$ cat config.mk
export PLATFORM = sky130hd
export DESIGN_NAME = life_cellular_automaton_step
export DESIGN_NICKNAME = d
export VERILOG_FILES = /design/src/rtl/core/lcas_pkg.sv /design/src/rtl/core/lcas_regs.sv /design/src/rtl/core/lcas_rule.sv /design/src/rtl/core/life_cellular_automaton_step.sv
export SDC_FILE = /design/constraint.sdc
export NUM_CORES = 1
export LEC_CHECK = 0
export ABC_AREA = 1
export BUFFER_PORTS_ARGS = -buffer_cell sky130_fd_sc_hd__buf_4
export CORE_MARGIN = 4
export CORE_UTILIZATION = 40
export DETAILED_ROUTE_END_ITERATION = 8
export GPL_TIMING_DRIVEN = 0
export HOLD_SLACK_MARGIN = 0.03
export SYNTH_ARGS = -nofsm -noshare
export SYNTH_HDL_FRONTEND = slang
export SYNTH_SLANG_ARGS = --single-unit
$ cat constraint.sdc
create_clock -name clk_i -period 4.4 [get_ports clk_i]
set_input_delay 0.22 -clock clk_i [delete_from_list [all_inputs] [get_ports clk_i]]
set_output_delay 0.22 -clock clk_i [all_outputs]
set_load 0.02 [all_outputs]
$ cat src/rtl/core/lcas_pkg.sv
// shared types and constants for the life cellular automaton step block
package lcas_pkg;

  // register map, word index taken from paddr[2]
  typedef enum logic {
    REG_COLUMNS = 1'b0,
    REG_ROWS    = 1'b1
  } lcas_reg_e;

  localparam int unsigned ColumnsReset = 100;
  localparam int unsigned RowsReset    = 30;
  localparam int unsigned MinDim       = 3;

  localparam int unsigned ColumnsRegW = 8;
  localparam int unsigned RowsRegW    = 11;
  localparam int unsigned ApbDataW    = 32;
  localparam int unsigned ApbAddrW    = 3;

  // b3/s23 rule
  localparam logic [3:0] BirthCount   = 4'd3;
  localparam logic [3:0] SurviveCount = 4'd2;

  // window bit = slot*3 + row; slot 0 left, row 0 top
  localparam logic [8:0] TopRowBits    = 9'h049;
  localparam logic [8:0] BottomRowBits = 9'h124;
  localparam int unsigned CentreBit    = 4;

  typedef struct packed {
    logic cell_req;
    logic flush;
  } lcas_in_t;

  typedef struct packed {
    logic       next_cell;
    logic [9:0] out_row;
    logic [6:0] out_column;
    logic       last_of_frame;
  } lcas_out_t;

  typedef struct packed {
    logic top;
    logic bottom;
  } lcas_mask_t;

endpackage

$ cat src/rtl/core/lcas_regs.sv
// apb register file holding grid width and height, with clamped limits
module lcas_regs #(
  parameter int unsigned MAX_COLUMNS = 128,
  parameter int unsigned MAX_ROWS    = 1024,
  localparam int unsigned CidxW      = $clog2(MAX_COLUMNS),
  localparam int unsigned RidxW      = $clog2(MAX_ROWS)
) (
  input  logic                               clk_i,
  input  logic                               rst_ni,
  input  logic                               psel,
  input  logic                               penable,
  input  logic                               pwrite,
  input  logic [lcas_pkg::ApbAddrW-1:0]      paddr,
  input  logic [lcas_pkg::ApbDataW-1:0]      pwdata,
  output logic [lcas_pkg::ApbDataW-1:0]      prdata,
  output logic                               pready,
  output logic [CidxW-1:0]                   last_col_o,
  output logic [RidxW-1:0]                   last_row_o,
  output logic                               restart_o
);

  localparam int unsigned WidthRst  = (lcas_pkg::ColumnsReset > MAX_COLUMNS) ?
                                      MAX_COLUMNS : lcas_pkg::ColumnsReset;
  localparam int unsigned HeightRst = (lcas_pkg::RowsReset > MAX_ROWS) ?
                                      MAX_ROWS : lcas_pkg::RowsReset;
  localparam logic [CidxW-1:0] LastColRst = CidxW'(WidthRst - 1);
  localparam logic [RidxW-1:0] LastRowRst = RidxW'(HeightRst - 1);

  logic [lcas_pkg::ColumnsRegW-1:0] cols_q, cols_d;
  logic [lcas_pkg::RowsRegW-1:0]    rows_q, rows_d;
  logic [CidxW-1:0]                 last_col_q, last_col_d;
  logic [RidxW-1:0]                 last_row_q, last_row_d;
  logic                             wr_en;
  lcas_pkg::lcas_reg_e              reg_sel;
  logic [31:0]                      cols32, rows32, lim_col32, lim_row32;

  assign wr_en   = psel & penable & pwrite;
  assign reg_sel = lcas_pkg::lcas_reg_e'(paddr[2]);
  assign pready  = 1'b1;

  // clamp to [3, max] and keep size minus one
  always_comb begin
    cols32 = {24'b0, pwdata[lcas_pkg::ColumnsRegW-1:0]};
    rows32 = {21'b0, pwdata[lcas_pkg::RowsRegW-1:0]};
    priority if (cols32 < 32'(lcas_pkg::MinDim)) begin
      lim_col32 = 32'(lcas_pkg::MinDim) - 32'd1;
    end else if (cols32 > 32'(MAX_COLUMNS)) begin
      lim_col32 = 32'(MAX_COLUMNS) - 32'd1;
    end else begin
      lim_col32 = cols32 - 32'd1;
    end
    priority if (rows32 < 32'(lcas_pkg::MinDim)) begin
      lim_row32 = 32'(lcas_pkg::MinDim) - 32'd1;
    end else if (rows32 > 32'(MAX_ROWS)) begin
      lim_row32 = 32'(MAX_ROWS) - 32'd1;
    end else begin
      lim_row32 = rows32 - 32'd1;
    end
  end

  always_comb begin
    cols_d     = cols_q;
    rows_d     = rows_q;
    last_col_d = last_col_q;
    last_row_d = last_row_q;
    if (wr_en) begin
      unique case (reg_sel)
        lcas_pkg::REG_COLUMNS: begin
          cols_d     = pwdata[lcas_pkg::ColumnsRegW-1:0];
          last_col_d = lim_col32[CidxW-1:0];
        end
        lcas_pkg::REG_ROWS: begin
          rows_d     = pwdata[lcas_pkg::RowsRegW-1:0];
          last_row_d = lim_row32[RidxW-1:0];
        end
        default: begin
          cols_d = cols_q;
        end
      endcase
    end
  end

  always_ff @(posedge clk_i or negedge rst_ni) begin
    if (!rst_ni) begin
      cols_q     <= lcas_pkg::ColumnsRegW'(lcas_pkg::ColumnsReset);
      rows_q     <= lcas_pkg::RowsRegW'(lcas_pkg::RowsReset);
      last_col_q <= LastColRst;
      last_row_q <= LastRowRst;
    end else begin
      cols_q     <= cols_d;
      rows_q     <= rows_d;
      last_col_q <= last_col_d;
      last_row_q <= last_row_d;
    end
  end

  always_comb begin
    unique case (reg_sel)
      lcas_pkg::REG_COLUMNS: prdata = {24'b0, cols_q};
      lcas_pkg::REG_ROWS:    prdata = {21'b0, rows_q};
      default:               prdata = '0;
    endcase
  end

  assign last_col_o = last_col_q;
  assign last_row_o = last_row_q;
  assign restart_o  = wr_en;

endmodule

$ cat src/rtl/core/lcas_rule.sv
// edge masking, neighbor count and b3/s23 rule on one 3x3 window
module lcas_rule (
  input  logic [8:0]           win_i,
  input  lcas_pkg::lcas_mask_t mask_i,
  output logic                 alive_o
);

  logic [8:0] masked;
  logic [3:0] count;

  always_comb begin
    masked = win_i;
    if (mask_i.top) begin
      masked = masked & ~lcas_pkg::TopRowBits;
    end
    if (mask_i.bottom) begin
      masked = masked & ~lcas_pkg::BottomRowBits;
    end
    count = '0;
    for (int b = 0; b < 9; b++) begin
      if (b != lcas_pkg::CentreBit) begin
        count = count + 4'(masked[b]);
      end
    end
    alive_o = (count == lcas_pkg::BirthCount) ||
              (masked[lcas_pkg::CentreBit] && (count == lcas_pkg::SurviveCount));
  end

endmodule

$ cat src/rtl/core/life_cellular_automaton_step.sv
// top level: raster stream game of life step with row memory and 3x3 window
// result: registered in stage 1, then the output stage, after the transaction that completes its window,
//   which is the cell diagonally below-right (columns_in_use+1 transactions after the cell)
// throughput: one transaction per cycle unless the output stalls; row memory read overlaps write-back, with a bypass
// reset: counters, window and flush phase clear; registers return to 100 columns, 30 rows
// reset: the row memory is not cleared; stale rows only feed masked window bits
module life_cellular_automaton_step #(
  parameter int unsigned MAX_COLUMNS = 128,
  parameter int unsigned MAX_ROWS    = 1024
) (
  input  logic                          clk_i,
  input  logic                          rst_ni,
  input  logic                          in_valid_i,
  output logic                          in_ready_o,
  input  lcas_pkg::lcas_in_t            in_data_i,
  output logic                          out_valid_o,
  input  logic                          out_ready_i,
  output lcas_pkg::lcas_out_t           out_data_o,
  input  logic                          psel,
  input  logic                          penable,
  input  logic                          pwrite,
  input  logic [lcas_pkg::ApbAddrW-1:0] paddr,
  input  logic [lcas_pkg::ApbDataW-1:0] pwdata,
  output logic [lcas_pkg::ApbDataW-1:0] prdata,
  output logic                          pready
);

  localparam int unsigned CidxW = $clog2(MAX_COLUMNS);
  localparam int unsigned RidxW = $clog2(MAX_ROWS);
  localparam int unsigned FcW   = $clog2(MAX_COLUMNS + 2);

  logic [CidxW-1:0] last_col;
  logic [RidxW-1:0] last_row;
  logic             cfg_restart;

  lcas_regs #(
    .MAX_COLUMNS(MAX_COLUMNS),
    .MAX_ROWS   (MAX_ROWS)
  ) u_regs (
    .clk_i     (clk_i),
    .rst_ni    (rst_ni),
    .psel      (psel),
    .penable   (penable),
    .pwrite    (pwrite),
    .paddr     (paddr),
    .pwdata    (pwdata),
    .prdata    (prdata),
    .pready    (pready),
    .last_col_o(last_col),
    .last_row_o(last_row),
    .restart_o (cfg_restart)
  );

  // frame counters
  logic [RidxW-1:0] in_row_q, in_row_d, emit_row_q, emit_row_d;
  logic [CidxW-1:0] in_col_q, in_col_d, emit_col_q, emit_col_d;
  logic [FcW-1:0]   fc_q, fc_d, width_fc;
  logic             flushing_q, flushing_d;

  // stage 1
  logic                 s1_valid_q;
  logic [CidxW-1:0]     s1_idx_q;
  logic                 s1_cell_q, s1_col0_q, s1_emit_q;
  lcas_pkg::lcas_mask_t s1_mask_q;
  lcas_pkg::lcas_out_t  s1_out_q;
  logic [1:0]           rd_q;

  // output stage
  logic                out_valid_q;
  lcas_pkg::lcas_out_t out_q;
  logic [8:0]          window_q, window_d, win;
  logic                alive;

  logic                 en1, en2, accept, s1_leave, slide, emit, cell_in, restart;
  logic [CidxW-1:0]     idx, ic_b, ec_b;
  logic [RidxW-1:0]     ir_b, er_b;
  lcas_pkg::lcas_mask_t mask;
  lcas_pkg::lcas_out_t  res;
  logic [31:0]          er32, ec32;
  logic [2:0]           vec;
  logic [1:0]           mem_wdata;

  logic [1:0] row_mem [MAX_COLUMNS];

  assign en2        = !out_valid_q || out_ready_i;
  assign en1        = !s1_valid_q || en2;
  assign in_ready_o = en1;
  assign accept     = in_valid_i && en1;
  assign s1_leave   = s1_valid_q && en2;
  assign width_fc   = FcW'(last_col) + FcW'(1);

  always_comb begin
    in_row_d   = in_row_q;
    in_col_d   = in_col_q;
    emit_row_d = emit_row_q;
    emit_col_d = emit_col_q;
    fc_d       = fc_q;
    flushing_d = flushing_q;
    slide      = 1'b0;
    emit       = 1'b0;
    cell_in    = 1'b0;
    idx        = '0;
    restart    = flushing_q && !in_data_i.flush;
    ir_b       = restart ? '0 : in_row_q;
    ic_b       = restart ? '0 : in_col_q;
    er_b       = restart ? '0 : emit_row_q;
    ec_b       = restart ? '0 : emit_col_q;
    if (in_data_i.flush) begin
      if (flushing_q && (fc_q <= width_fc)) begin
        slide = 1'b1;
        emit  = 1'b1;
        idx   = (fc_q >= width_fc) ? '0 : fc_q[CidxW-1:0];
        fc_d  = fc_q + FcW'(1);
      end
    end else begin
      slide      = 1'b1;
      cell_in    = in_data_i.cell_req;
      idx        = ic_b;
      emit       = (ir_b != '0) && ((ic_b != '0) || (ir_b[RidxW-1:1] != '0));
      flushing_d = 1'b0;
      fc_d       = restart ? '0 : fc_q;
      emit_row_d = er_b;
      emit_col_d = ec_b;
      if (ic_b == last_col) begin
        in_col_d = '0;
        if (ir_b == last_row) begin
          in_row_d   = '0;
          flushing_d = 1'b1;
          fc_d       = '0;
        end else begin
          in_row_d = ir_b + RidxW'(1);
        end
      end else begin
        in_row_d = ir_b;
        in_col_d = ic_b + CidxW'(1);
      end
    end
    if (emit) begin
      if (ec_b == last_col) begin
        emit_col_d = '0;
        emit_row_d = er_b + RidxW'(1);
      end else begin
        emit_row_d = er_b;
        emit_col_d = ec_b + CidxW'(1);
      end
    end
    // last flush drains the frame
    if (in_data_i.flush && slide && (fc_q == width_fc)) begin
      in_row_d   = '0;
      in_col_d   = '0;
      emit_row_d = '0;
      emit_col_d = '0;
    end
  end

  always_comb begin
    mask.top          = (er_b == '0);
    mask.bottom       = (er_b == last_row);
    er32              = 32'(er_b);
    ec32              = 32'(ec_b);
    res.next_cell     = 1'b0;
    res.out_row       = er32[9:0];
    res.out_column    = ec32[6:0];
    res.last_of_frame = mask.bottom && (ec_b == last_col);
  end

  always_ff @(posedge clk_i or negedge rst_ni) begin
    if (!rst_ni) begin
      in_row_q   <= '0;
      in_col_q   <= '0;
      emit_row_q <= '0;
      emit_col_q <= '0;
      fc_q       <= '0;
      flushing_q <= 1'b0;
    end else if (cfg_restart) begin
      in_row_q   <= '0;
      in_col_q   <= '0;
      emit_row_q <= '0;
      emit_col_q <= '0;
      fc_q       <= '0;
      flushing_q <= 1'b0;
    end else if (accept) begin
      in_row_q   <= in_row_d;
      in_col_q   <= in_col_d;
      emit_row_q <= emit_row_d;
      emit_col_q <= emit_col_d;
      fc_q       <= fc_d;
      flushing_q <= flushing_d;
    end
  end

  always_ff @(posedge clk_i or negedge rst_ni) begin
    if (!rst_ni) begin
      s1_valid_q <= 1'b0;
    end else if (en1) begin
      s1_valid_q <= accept && slide;
    end
  end

  always_ff @(posedge clk_i) begin
    if (accept && slide) begin
      s1_idx_q  <= idx;
      s1_cell_q <= cell_in;
      s1_col0_q <= (idx == '0);
      s1_emit_q <= emit;
      s1_mask_q <= mask;
      s1_out_q  <= res;
    end
  end

  // row memory: bit 0 older row, bit 1 newer row
  assign mem_wdata = {s1_cell_q, rd_q[1]};

  always_ff @(posedge clk_i) begin
    if (s1_leave) begin
      row_mem[s1_idx_q] <= mem_wdata;
    end
    if (accept && slide) begin
      if (s1_leave && (s1_idx_q == idx)) begin
        rd_q <= mem_wdata;
      end else begin
        rd_q <= row_mem[idx];
      end
    end
  end

  // window slide
  always_comb begin
    vec = {s1_cell_q, rd_q[1], rd_q[0]};
    if (s1_col0_q) begin
      win      = {3'b000, window_q[8:3]};
      window_d = {vec, 6'b000000};
    end else begin
      window_d = {vec, window_q[8:3]};
      win      = window_d;
    end
  end

  lcas_rule u_rule (
    .win_i  (win),
    .mask_i (s1_mask_q),
    .alive_o(alive)
  );

  always_ff @(posedge clk_i or negedge rst_ni) begin
    if (!rst_ni) begin
      window_q    <= '0;
      out_valid_q <= 1'b0;
    end else begin
      if (s1_leave) begin
        window_q <= window_d;
      end
      if (en2) begin
        out_valid_q <= s1_valid_q && s1_emit_q;
      end
    end
  end

  always_ff @(posedge clk_i) begin
    if (s1_leave && s1_emit_q) begin
      out_q <= {alive, s1_out_q.out_row, s1_out_q.out_column, s1_out_q.last_of_frame};
    end
  end

  assign out_valid_o = out_valid_q;
  assign out_data_o  = out_q;

`ifndef SYNTHESIS
  a_fc_bound: assert property (@(posedge clk_i) disable iff (!rst_ni)
    fc_q <= width_fc + FcW'(1))
    else $error("flush count beyond frame drain");

  a_flush_counters_idle: assert property (@(posedge clk_i) disable iff (!rst_ni)
    flushing_q |-> (in_row_q == '0) && (in_col_q == '0))
    else $error("input counters moved during flush phase");

  a_emit_in_grid: assert property (@(posedge clk_i) disable iff (!rst_ni)
    (emit_col_q <= last_col) && (emit_row_q <= last_row))
    else $error("emit position outside grid");

  a_s1_hold: assert property (@(posedge clk_i) disable iff (!rst_ni)
    s1_valid_q && !en2 |=> s1_valid_q && $stable(s1_idx_q) && $stable(s1_emit_q))
    else $error("stage one lost its transaction while stalled");
`endif

endmodule
# Word level (Yosys, flattened, before mapping)
# Memory sizes are Yosys's and may differ from the RTL's. A register that Yosys moved wholly into a read port is not among the register bits.
# Cells that the tools add are included.
# op_classes
n_addsub	15
multipliers	0
div	0
magnitude_cmp	6
eq_ne	11
shifts	0
mux	56
n_bitwise	3
n_reduce_logical	31
# op_table
op	n
10-bit 2-to-1 mux	16
7-bit 2-to-1 mux	19
32-bit case mux with 2 select lines	1
8-bit 2-to-1 mux	7
4-bit by 1-bit adder with 4-bit output	6
10-bit by 1-bit adder with 10-bit output (second input constant)	2
10-bit equality test	2
9-bit 2-to-1 mux	2
7-bit by 1-bit adder with 7-bit output (second input constant)	2
7-bit equality test	2
1-bit logical AND	12
2-bit AND reduction	6
11-bit > comparator (second input constant)	1
11-bit by 2-bit < comparator with 1-bit output (second input constant)	1
10-bit zero test	1
1-bit 2-to-1 mux	10
10-bit nonzero test	1
10-bit by 1-bit subtractor with 10-bit output (second input constant)	1
9-bit nonzero test	1
7-bit by 1-bit adder with 8-bit output (second input constant)	1
8-bit by 1-bit adder with 8-bit output (second input constant)	1
4-bit by 2-bit equality test with 1-bit output (second input constant)	2
8-bit equality test	1
8-bit >= comparator	1
other kinds (16)	23
# word_totals
register_bits	139
latchBits	0
mem_bits_rw	256
mem_bits_ro	0
inputBits	44
out_inout_bits	54
elab_cells	149
memories	1
# memory_table
name	words	width	rd	rd_clocked_by_memory_dff	write_ports	line_no	text
row_mem	128	2	1	1	1	life_cellular_automaton_step.sv:83	logic [1:0] row_mem [MAX_COLUMNS];

# Depth between registers and ports, before layout
# Gate-level depths: netlist of run 1.
# depth
depth_word	13
mapped_depth	28
ltp_nobuf	27

# Hierarchy
# Synthesis of run 1 repeated with hierarchy kept, for this count alone.
# hier_totals
hier_cells	2119
area_unflattened_um2	19451.2
# modules_own_cells
mod	n_inst	cells_per_inst	area_each_um2	seq_area_each_um2
life_cellular_automaton_step	1	1815	17184.0	10495.1
lcas_regs	1	272	2050.7	919.6
lcas_rule	1	32	216.5	0.0

# Least setup slack after synthesis of run 1
# No wires, ideal clock.
# synth_timing
path_kind	register to register
start	reg s1_cell_q
end	reg out_q (netlist bit out_data_o[18]), data pin
setup_time_ps	157
arrival_time_ps	3774
t_required_ps	4243
slack_ps	469
stages_incl_launch_ff	10
path_buffers	0
synth_period_minus_slack_ps	3931
cell_sequence	edfxtp_1 -> nand3_1 -> fa_1 -> inv_1 -> fa_1 -> inv_1 -> fa_1 -> a2111oi_0 -> a21oi_1 -> nor3_1
# synth_via
elab_chain_len	6
elab_cells_between_ends	7
classes_between	add/sub: 1; eq/ne: 2; mux: 2; reduce/logical: 2
# synth_lines
item	line_no	text
from (decl)	life_cellular_automaton_step.sv:63	logic s1_cell_q, s1_col0_q, s1_emit_q;
from (signal assigned)	life_cellular_automaton_step.sv:203	s1_cell_q <= cell_in;
9-bit 2-to-1 mux *	life_cellular_automaton_step.sv:230	if (s1_col0_q) begin
9-bit 2-to-1 mux *	lcas_rule.sv:16	if (mask_i.bottom) begin
4-bit by 1-bit adder with 4-bit output *	lcas_rule.sv:22	count = count + 4'(masked[b]);
4-bit by 2-bit equality test with 1-bit output	lcas_rule.sv:26	(masked[lcas_pkg::CentreBit] && (count == lcas_pkg::SurviveCount));
1-bit logical AND	lcas_rule.sv:26	
1-bit logical OR *	lcas_rule.sv:25	alive_o = (count == lcas_pkg::BirthCount) ||
net alive	life_cellular_automaton_step.sv:72	logic alive;
to (signal assigned)	life_cellular_automaton_step.sv:261	out_q <= {alive, s1_out_q.out_row, s1_out_q.out_column, s1_out_q.last_of_frame};
to (decl)	life_cellular_automaton_step.sv:70	lcas_pkg::lcas_out_t out_q;
# Mark *: on every way through the listed nets, which the timed path passes. The rest lies on a longest branch.
# A chain may end at the register's enable or synchronous reset.

# Worst setup path in the final report of run 1
# layout_timing
start	reg u_regs.last_col_q[1], in the netlist u_regs.last_col_o[1]
end	reg rd_q[0], read port of row_mem, data pin
# layout_via
elab_chain_len	6
elab_cells_between_ends	10
classes_between	add/sub: 1; order compare: 2; mux: 5; reduce/logical: 2
# layout_lines
item	line_no	text
from (decl)	lcas_regs.sv:31	logic [CidxW-1:0] last_col_q, last_col_d;
from (signal assigned)	lcas_regs.sv:87	last_col_q <= LastColRst;
from (signal assigned)	lcas_regs.sv:92	last_col_q <= last_col_d;
7-bit by 1-bit adder with 8-bit output *	life_cellular_automaton_step.sv:90	assign width_fc = FcW'(last_col) + FcW'(1);
8-bit <= comparator	life_cellular_automaton_step.sv:109	if (flushing_q && (fc_q <= width_fc)) begin
1-bit logical AND	life_cellular_automaton_step.sv:109	
1-bit 2-to-1 mux	life_cellular_automaton_step.sv:109	
1-bit 2-to-1 mux	life_cellular_automaton_step.sv:108	if (in_data_i.flush) begin
1-bit logical AND	life_cellular_automaton_step.sv:218	if (accept && slide) begin
to (decl)	life_cellular_automaton_step.sv:66	logic [1:0] rd_q;
# Mark *: on every way between the ends. The rest lies on a longest branch, timed or not.

==> results.yml, run 1 <==
placed_design:
  hpwl_mm: 37.3
  gp_congestion: 0.930
  port_buffers: 51
die:
  num_io_pins: 98
  fp.dieH_um: 227
  start_util_pct: 40.8
  die_area_um2: 51300
  die_x_um: 227
  core_um2: 46900
  rows: 79
clock_network:
  numCtsBuffers: 45
  cts_sinks: 394
  cts_root_buffer: "clkbuf_16"
  cts_tree: "built"
  clk_path_buf_depth: 3
  cts.htree.levels: 2
  clk-insertion-delay-late_ns: 0.58
  clk_pin_slew_ns: 0.06
grt:
  met3_usage_pct: 3.63
  use_met2_pct: 35.7
  met1_usage_pct: 27.1
  top_usage_layer: "met2"
  grt_pass1_wl_mm: 83.4
  grtUsageTotal_pct: 21.1
  grt_overflow: 0
  grt_pass1_vias: 14700
  grt_max_degree: 88
  antenna_found_initial: 0
drt:
  wire_per_inst_um: 19.0
  vias_per_cell: 5.27
  drt_wl_total_mm: 54.2
  vias: 15000
  drc: 0
  ant_nets: 0
  drt_pre_antenna_iters: 7
  drt-initial-drc-count: 1416
sta:
  final-hold-violation-count: 0
  tightest_slew_ns: 1.14
  clock_skew_ns: 0.0275
  fmax_ghz: 0.238
  setup_violations: 0
  final_max_slew_viol_count: 0
  fin_crit_sh_pct: 95.5
  period_minus_slack_ns: 4.20
  fin_setup_tns_ns: 0
  rsz0062_at_grt: "true"
  hold_ws_ns: 0.0785
  slew-limit-headroom_pct: 23.7
setup_path:
  crit_chain: "ha_1, nand3_1, nor3_2, xor2_1, ha_1, nand2_1, nor2_2, nand4_1, nand4_1, nand2_1, clkbuf_1, nand2_1, nand2_1, nand2_1, nand2_1, nand2_1, nand2_1, inv_1, a21oi_1, nor2_1, nand2_1, nand3_1, nand2_1"
  critical_path.max_stage_delay_ns: 0.59
  worstPathRequired_ns: 4.83
  crit_top_cell: "nand2_1"
  cp.arrival_ns: 4.63
  cp-end-kind: "flop"
  path_max_fanout: 10
  crit_slowest_cell: "dfstp_2"
  crit_type: "flop to flop"
  critPathLaunchType: "flop"
logic_synthesis:
  synthDistinctLibCells: 50
  synth_largest_area_cell: "edfxtp_1"
  avgSynthCellArea_um2: 9.27
  ys_seq_area_share_pct: 59.7
  synth_area_um2: 19100
  syn_inst: 2062
  synth_top_cell_area_share_pct: 48.2
  synthArstFlopShare_pct: 22.1
  synth_edf_count: 307
  ys_top_cells_by_area: "edfxtp_1 48%, nand2_1 13%, dfrtp_1 9.4%, nor2_1 4.8%, nand3_1 3.5%"
  ys_warn_count: 0
  synthFlopType: "edfxtp_1"
  ys_ff_latch: 394
pwr:
  clockPowerShare_pct: 37.2
  switching_share_pct: 29.8
  switchingPower_w: 0.00308
  powerDensity_nw_per_um2: 461
  cell_internal_pwr_w: 0.00724
  ir_drop_mv: 0.399
  leakagePower_nw: 9.18
  combPwrFrac_pct: 20.2
  seqPwrFrac_pct: 42.6
job:
  cap_viol_max_count: 0
final_layout:
  area_growth_pct: 17.1
  antenna_cells: 0
  finalNetCount: 2280
  fill_cells: 4397
  layout-drive-gt1-share_pct: 11.2
hold_path:
  hp-class: "input pin to flop"
status:
  outcome: "finished, final reports clean"
## per-stage QoR
stage	setup WS [ns]	utilization, %	total power (W)	instance area [um2]	cells
2_1_floorplan	0.469	-	0.00574	19200	2082
3_3_place_gp	-1.46	43.4	0.00642	20300	2740
3_5_place_dp	-0.291	44.0	0.00649	20600	2752
4_1_cts	0.0107	47.6	0.0103	22300	2849
5_1_grt	-0.0306	47.8	0.0108	22400	2851
6_report	0.199	47.8	0.0103	22400	2851
## power groups by stage
stage	Clock, W	Sequential (W)	Combinational (W)
2_1_floorplan	0	0.00447	0.00127
3_3_place_gp	0	0.00454	0.00187
3_5_place_dp	0	0.00447	0.00202
4_1_cts	0.00390	0.00439	0.00205
5_1_grt	0.00405	0.00442	0.00231
6_report	0.00384	0.00440	0.00208
## cell families after synthesis
logic type	share of synthesized area (%)
flip-flops	59.7
AND/OR/NAND/NOR	24.1
AO/OA/AOI/OAI	5.78
adder cells (fa/ha/maj)	1.92
buffers and inverters	6.09
other	0.0393
XOR/XNOR	2.34
## what timing repair did
item                                    4_1_cts  5_1_grt
endpoints found under the setup margin       22       24
hold buffers                                 15        0
setup buffers                                 0        2
resized for setup                             7       32
endpoints found under the hold margin        93        0
gates cloned                                  0        1
pin swaps                                     0        2
## metal layers
metal | vias up | wire length, um
met1 | 7202 | 21900
met3 | 117 | 4260
met5 | - | 0
met2 | 597 | 26100
li1 | 7100 | -
met4 | 0 | 1850
## layout by cell type (no fill, tap or decap), drive strengths merged, types with 4 or more instances in the layout
master / n
a21oi: 34
a31oi: 9
buf: 116
bufinv: 6
clkbuf: 108
clkinv: 15
conb: 22
dfrtp: 72
dfstp: 15
dlygate4sd3: 15
edfxtp: 307
fa: 4
ha: 23
inv: 168
nand2: 674
nand3: 134
nand4: 17
nor2: 250
nor3: 31
nor4: 6
o211ai: 13
o21ai: 97
o22ai: 19
o32ai: 6
or2: 14
xnor2: 6
xor2: 45
## final timing paths
path	startpoint	endpoint	slack, ns	depth (start not counted)
max	u_regs.last_col_o[1]	rd_q[0]	0.20	23
min	in_data_i[0]	fc_q[0]	0.08	4
max reg2reg	u_regs.last_col_o[1]	rd_q[0]	0.20	23
min reg2reg	s1_out_q[4]	out_data_o[4]	0.42	0
max in group asynchronous	rst_ni	u_regs.rows_q[8]	3.29	2
min in group asynchronous	rst_ni	emit_row_q[2]	0.40	2
## synthesized netlist by cell type (3+ instances only)
| library cell | count |
|---|---|
| a21oi_1 | 33 |
| a31oi_1 | 9 |
| buf_1 | 5 |
| buf_2 | 23 |
| buf_4 | 27 |
| buf_6 | 3 |
| clkbuf_1 | 41 |
| dfrtp_1 | 72 |
| dfstp_2 | 15 |
| edfxtp_1 | 307 |
| fa_1 | 4 |
| ha_1 | 23 |
| inv_1 | 163 |
| inv_2 | 4 |
| nand2_1 | 669 |
| nand2_2 | 5 |
| nand3_1 | 134 |
| nand4_1 | 17 |
| nor2_1 | 243 |
| nor2_2 | 4 |
| nor3_1 | 28 |
| nor4_1 | 6 |
| o211ai_1 | 13 |
| o21ai_0 | 87 |
| o21ai_1 | 8 |
| o22ai_1 | 19 |
| o32ai_1 | 6 |
| o41ai_1 | 3 |
| or2_0 | 7 |
| or2_2 | 7 |
| xnor2_1 | 6 |
| xor2_1 | 45 |
## area by class of cell
cell class              instances  area, um2  area share (%)
clock buffers                  61       1240            5.53
repair inverters                1       5.00          0.0224
multi-input cells            1419       6640            29.7
well taps                     607        759            3.39
plain buffers                  98        558            2.49
repair buffers                 80        853            3.81
inverters                     170        644            2.88
flip-flops and latches        394      11400            51.0
clock inverters                21        268            1.20
## state kept, by name, summed over array words and instances, names as in the netlist, 2 cells and up
| signal | count |
|---|---|
| s1_out_q | 18 |
| u_regs.last_row_o | 10 |
| u_regs.cols_q | 8 |
| fc_q | 8 |
| emit_col_q | 7 |
| u_regs.rows_q | 11 |
| row_mem | 256 |
| window_q | 6 |
| s1_mask_q | 2 |
| out_data_o | 19 |
| emit_row_q | 10 |
| u_regs.last_col_o | 7 |
| in_row_q | 10 |
| s1_idx_q | 7 |
| rd_q | 2 |
| in_col_q | 7 |
## worst max-delay path: cells and delay by family, from the launching register on
family | cells | cell delay (ns)
AO/OA/AOI/OAI | 1 | 0.12
XOR/XNOR | 1 | 0.17
adder cells (fa/ha/maj) | 2 | 0.44
buffers and inverters | 2 | 0.66
flip-flops | 1 | 0.59
AND/OR/NAND/NOR | 17 | 2.07
Note: power is estimated with default switching activity, not from simulation.
==> run 2, diff against run 1 <==
BUFFER_PORTS_ARGS = -buffer_cell sky130_fd_sc_hd__buf_2   (was -buffer_cell sky130_fd_sc_hd__buf_4)
==> run 2 against run 1 <==
- first-iteration DRC count rose by 1.6%
- core utilization decreased by 0.54 points
- combinational power about the same
- cell area shrank 1.1%
- clock-buffer cell count is 3 lower
- clock skew about the same
- die area did not move
- maximum frequency grew 0.57%
- cell count fell by 0.18%
- highest routed layer unchanged
==> results.yml, run 2 (same netlist as run 1, synthesis figures left out) <==
clock_network:
  numCtsBuffers: 45
  clk_pin_slew_ns: 0.06
  clk-insertion-delay-late_ns: 0.58
  cts_root_buffer: "clkbuf_16"
  cts_sinks: 394
  cts.htree.levels: 2
  clk_path_buf_depth: 3
  cts_tree: "built"
final_layout:
  finalNetCount: 2279
  area_growth_pct: 15.7
  final_common_cell: "nand2_1"
  layout-drive-gt1-share_pct: 11.6
  antenna_cells: 0
  regMostFlops: "row_mem"
  instances_no_fill: 2846
  fill_cells: 4436
  largest_reg_flops: 256
  final_cell_mix: "666 x nand2_1, 307 x edfxtp_1, 238 x nor2_1, 161 x inv_1, 134 x nand3_1"
  postLayoutCellArea_um2: 22100
setup_path:
  crit_slowest_cell: "dfstp_2"
  path_max_fanout: 10
  cp-end-kind: "flop"
  crit_type: "flop to flop"
  critPathLaunchType: "flop"
  rr_worst_depth: 24
  critical_path.max_stage_delay_ns: 0.59
  r2r-start: "u_regs.last_col_o[1]"
  r2r_slack_ns: 0.22
  worst-path-buf-inv: 2
  reg2reg_to: "rd_q[0]"
  cp.arrival_ns: 4.46
  crit_top_cell: "nand2_1"
  worstPathRequired_ns: 4.68
  crit_chain: "ha_1, nand3_1, nor3_2, xor2_1, ha_1, nand2_1, nor2_2, nand4_1, nand4_1, nand2_2, inv_2, clkbuf_2, nand2_1, nand2_1, nand2_1, nand3_1, nand3_1, nand2_1, nand2_1, nand2_1, nor2_1, nand2_1, nand3_1, nand2_1"
  cp_top_family: "simple AND/OR/NAND/NOR gates"
sta:
  tightest_slew_ns: 1.08
  clock_skew_ns: 0.0275
  hold_ws_ns: 0.0786
  final_max_slew_viol_count: 0
  setup_violations: 0
  period_minus_slack_ns: 4.18
  fin_crit_sh_pct: 94.9
  fmax_ghz: 0.239
  fin_setup_tns_ns: 0
  timing.final.ws_setup_ns: 0.222
  final-hold-violation-count: 0
  slew-limit-headroom_pct: 27.8
die:
  start_util_pct: 40.8
  rows: 79
  core_um2: 46900
  fp.dieH_um: 227
  die_area_um2: 51300
  die_x_um: 227
  num_io_pins: 98
pwr:
  switching_share_pct: 30.7
  cell_internal_pwr_w: 0.00690
  seqPwrFrac_pct: 44.2
  combPwrFrac_pct: 20.8
  ir_drop_mv: 0.391
  leakagePower_nw: 9.09
  switchingPower_w: 0.00306
  clockPowerShare_pct: 35.0
  powerDensity_nw_per_um2: 450
grt:
  grt_overflow: 0
  antenna_found_initial: 0
  grt_max_degree: 53
  grt_pass1_wl_mm: 83.7
  grtUsageTotal_pct: 21.1
  grt_pass1_vias: 14700
job:
  cap_viol_max_count: 0
drt:
  wire_per_inst_um: 19.1
  vias: 14900
  vias_per_cell: 5.24
  drt_pre_antenna_iters: 6
  drt-initial-drc-count: 1438
  drt_wl_total_mm: 54.3
  ant_nets: 0
  drc: 0
placed_design:
  dpl-instance-area_um2: 20500
  gp_congestion: 0.929
  dpl_worst_slack_ns: -0.338
  place_inst: 2751
  port_buffers: 51
  hpwl_mm: 37.5
hold_path:
  hold_start: "in_data_i[0]"
  whs_endpoint: "fc_q[0]"
  hp-class: "input pin to flop"
  hold_depth: 4
status:
  outcome: "finished, final reports clean"
[run 2: cell count changes in the layout (fill, tap and decap cells not counted), moves of 4 or more]
cell	change
buf_2	+46
clkbuf_1	-6
buf_4	-46
bufinv_16	-5
clkbuf_4	+4
[run 2: worst max path at each step]
stage / end / start / slack (ns) / depth (start not counted)
finish: rd_q[0] / u_regs.last_col_o[1] / 0.22 / 24
global route: rd_q[0] / u_regs.last_col_o[1] / -0.005 / 24
CTS: rd_q[0] / u_regs.last_col_o[3] / 0.003 / 24
detailed placement: emit_row_q[2] / u_regs.last_col_o[3] / -0.34 / 17
global placement: out_data_o[18] / s1_cell_q / -1.45 / 9
floorplan: out_data_o[18] / s1_cell_q / 0.47 / 9
[run 2: cell type report]
| cell class | instances | area, um2 | share of cell area, % |
|---|---|---|---|
| timing repair buffer | 80 | 716 | 3.24 |
| sequential | 394 | 11400 | 51.6 |
| buffer | 97 | 584 | 2.64 |
| multi-input combinational | 1419 | 6660 | 30.1 |
| tap | 607 | 759 | 3.43 |
| clock buffer | 58 | 1200 | 5.45 |
| clock inverter | 20 | 138 | 0.622 |
| timing repair inverter | 1 | 5.00 | 0.0226 |
| inverter | 170 | 644 | 2.91 |
[run 2: through the flow]
stage / total power (W) / util, %
final: 0.00995 / 47.2
after global routing: 0.0104 / 47.2
after CTS: 0.00997 / 46.9
after detailed placement: 0.00647 / 43.7
after global placement: 0.00640 / 43.1
after floorplan: 0.00574 / -
[run 2: power groups by stage]
stage | Clock (W) | Sequential [W] | Combinational, W
6_report | 0.00349 | 0.00440 | 0.00207
5_1_grt | 0.00371 | 0.00442 | 0.00229
4_1_cts | 0.00354 | 0.00440 | 0.00202
3_5_place_dp | 0 | 0.00447 | 0.00200
3_3_place_gp | 0 | 0.00454 | 0.00186
2_1_floorplan | 0 | 0.00447 | 0.00127
[run 2: worst min-delay path, stage by stage]
cell,delay (ns)
buf_6,0.14
nand2_1,0.08
nand2_1,0.07
o22ai_1,0.08
[run 2: metal layers]
metal	track usage (%)	share of wire, %
met5	0	0
met4	6.97	3.0
met3	3.09	6.9
met2	36.5	49
met1	27.5	41
[run 2: timing repair]
item,CTS,global route
hold buffers,13,0
buffers inserted,0,5
setup endpoints to repair,22,27
resized for setup,13,48
endpoints found under the hold margin,55,0
pin swaps,0,2
gates cloned,0,1
==> run 3, diff against run 2 <==
--- a/config.mk
+++ b/config.mk
@@ -13,4 +13,5 @@
 export GPL_TIMING_DRIVEN = 0
 export HOLD_SLACK_MARGIN = 0.03
+export RECOVER_POWER = 25
 export SYNTH_ARGS = -nofsm -noshare
 export SYNTH_HDL_FRONTEND = slang
==> constraint.sdc (replaced) <==
create_clock -name clk_i -period 4.4 [get_ports clk_i]
set_input_delay 0.22 -clock clk_i [delete_from_list [all_inputs] [get_ports clk_i]]
set_output_delay 0.22 -clock clk_i [all_outputs]
set_load 0.005 [all_outputs]
==> run 3 against run 2 <==
- the run now ends with max-capacitance violations, max-slew violations left
- cell area is 0.55% lower
- maximum frequency is 0.27% higher
- core utilization is 0.26 points lower
- register-to-register slack hardly changed
- combinational power is 3% lower
- global-route usage stayed put
- first-iteration DRC count is 0.83% higher
- largest cell class unchanged
- highest routed layer unchanged
==> results.yml, run 3 (same netlist as run 1, synthesis figures left out) <==
status:
  outcome: "finished, violations left"
  violations: "max-capacitance violations, max-slew violations"
die:
  die_area_um2: 51300
  num_io_pins: 98
  core_um2: 46900
  start_util_pct: 40.8
  die_x_um: 227
  rows: 79
  fp.dieH_um: 227
final_layout:
  area_growth_pct: 15.1
  regMostFlops: "row_mem"
  final_common_cell: "nand2_1"
  layout-drive-gt1-share_pct: 10.4
  postLayoutCellArea_um2: 22000
  antenna_cells: 0
  final_cell_mix: "666 x nand2_1, 307 x edfxtp_1, 239 x nor2_1, 161 x inv_1, 134 x nand3_1"
  largest_reg_flops: 256
  instances_no_fill: 2846
  finalNetCount: 2279
drt:
  vias_per_cell: 5.23
  drt_pre_antenna_iters: 6
  drc: 0
  drt-initial-drc-count: 1450
  wire_per_inst_um: 19.1
  drt_wl_total_mm: 54.3
  vias: 14900
  ant_nets: 0
setup_path:
  worstPathRequired_ns: 4.68
  r2r_slack_ns: 0.23
  cp-end-kind: "flop"
  cp.arrival_ns: 4.45
  crit_type: "flop to flop"
  critPathLaunchType: "flop"
  path_max_fanout: 10
hold_path:
  hp-class: "input pin to flop"
grt:
  grt_overflow: 0
  antenna_found_initial: 0
  grt_max_degree: 53
  grt_pass1_vias: 14700
  grtUsageTotal_pct: 21.1
  grt_pass1_wl_mm: 83.7
clock_network:
  clk_pin_slew_ns: 0.06
  clk-insertion-delay-late_ns: 0.58
  cts.htree.levels: 2
  cts_sinks: 394
  numCtsBuffers: 45
  cts_root_buffer: "clkbuf_16"
  cts_tree: "built"
  clk_path_buf_depth: 3
pwr:
  leakagePower_nw: 8.97
  powerDensity_nw_per_um2: 450
  ir_drop_mv: 0.389
job:
  cap_viol_max_count: 1
placed_design:
  port_buffers: 51
  gp_congestion: 0.929
  place_inst: 2751
  dpl-instance-area_um2: 20500
  hpwl_mm: 37.5
sta:
  setup_violations: 0
  final_max_slew_viol_count: 37
  final-hold-violation-count: 0
  fin_crit_sh_pct: 94.7
  tightest_slew_ns: 2.04
  period_minus_slack_ns: 4.17
  slew-limit-headroom_pct: -35.7
  fmax_ghz: 0.240
  clock_skew_ns: 0.0305
[run 3: cell count changes in the layout (fill, tap and decap cells not counted), sizes merged]
| cell | delta |
|---|---|
| inv | -1 |
| clkinv | +1 |
| buf | -25 |
| clkbuf | +25 |
[run 3: timing repair]
item | in CTS | in global routing
setup buffers | 0 | 5
gates resized for setup | 13 | 48
pin swaps | 0 | 2
cloned | 0 | 1
endpoints found under the setup margin | 22 | 27
endpoints found under the hold margin | 55 | 0
hold buffers | 13 | 0
[run 3: worst max-delay path: stages (launching register included)]
cell,delay (ns)
dfstp_2,0.59
ha_1,0.20
nand3_1,0.13
nor3_2,0.15
xor2_1,0.17
ha_1,0.24
nand2_1,0.10
nor2_2,0.06
nand4_1,0.18
nand4_1,0.34
nand2_2,0.23
inv_2,0.12
clkbuf_2,0.29
nand2_1,0.12
nand2_1,0.06
nand2_1,0.06
nand3_1,0.07
nand3_1,0.15
nand2_1,0.10
nand2_1,0.07
nand2_1,0.06
nor2_1,0.11
nand2_1,0.05
nand3_1,0.09
nand2_1,0.12
[run 3: per-stage QoR]
| step | setup TNS, ns | setup slack, ns | power [W] | hold slack [ns] | utilization, % |
|---|---|---|---|---|---|
| finish | 0 | 0.233 | 0.00989 | 0.0408 | 47.0 |
| global route | -0.00546 | -0.00546 | 0.0104 | 0.0682 | 47.0 |
| CTS | 0 | 0.00322 | 0.00992 | 0.0413 | 46.9 |
| detailed placement | -6.26 | -0.338 | 0.00642 | 0.230 | 43.7 |
| global placement | -6.36 | -1.45 | 0.00635 | 0.406 | 43.1 |
| floorplan | 0 | 0.469 | 0.00570 | -0.0756 | - |
[run 3: layer usage]
metal	GRT usage, %	wire length (um)
met1	27.5	22200
met2	36.5	26900
met3	3.09	3640
met4	6.97	1610
met5	0	0
[run 3: final timing paths]
check	cells past startpoint	start	end
max	24	u_regs.last_col_o[1]	rd_q[0]
min	4	in_data_i[0]	fc_q[0]
max reg2reg	24	u_regs.last_col_o[1]	rd_q[0]
min reg2reg	0	s1_out_q[12]	out_data_o[12]
max in group asynchronous	3	rst_ni	u_regs.rows_q[6]
min in group asynchronous	2	rst_ni	in_row_q[0]
[run 3: power by group]
part           switching, W  total, W  leakage, nW  internal (W)
combinational       0.00137   0.00200         4.43      0.000631
sequential         0.000142   0.00440         3.89       0.00426
clock               0.00150   0.00349        0.658       0.00199
total               0.00302   0.00989         8.97       0.00688
[run 3: final cells by class]
cell class / instances / area [um2]
well taps: 607 / 759
repair buffers: 80 / 617
inverters: 170 / 644
multi-input cells: 1419 / 6640
repair inverters: 1 / 5.00
fillers: 4459 / 24900
plain buffers: 97 / 577
clock buffers: 58 / 1200
clock inverters: 20 / 138
flip-flops and latches: 394 / 11400
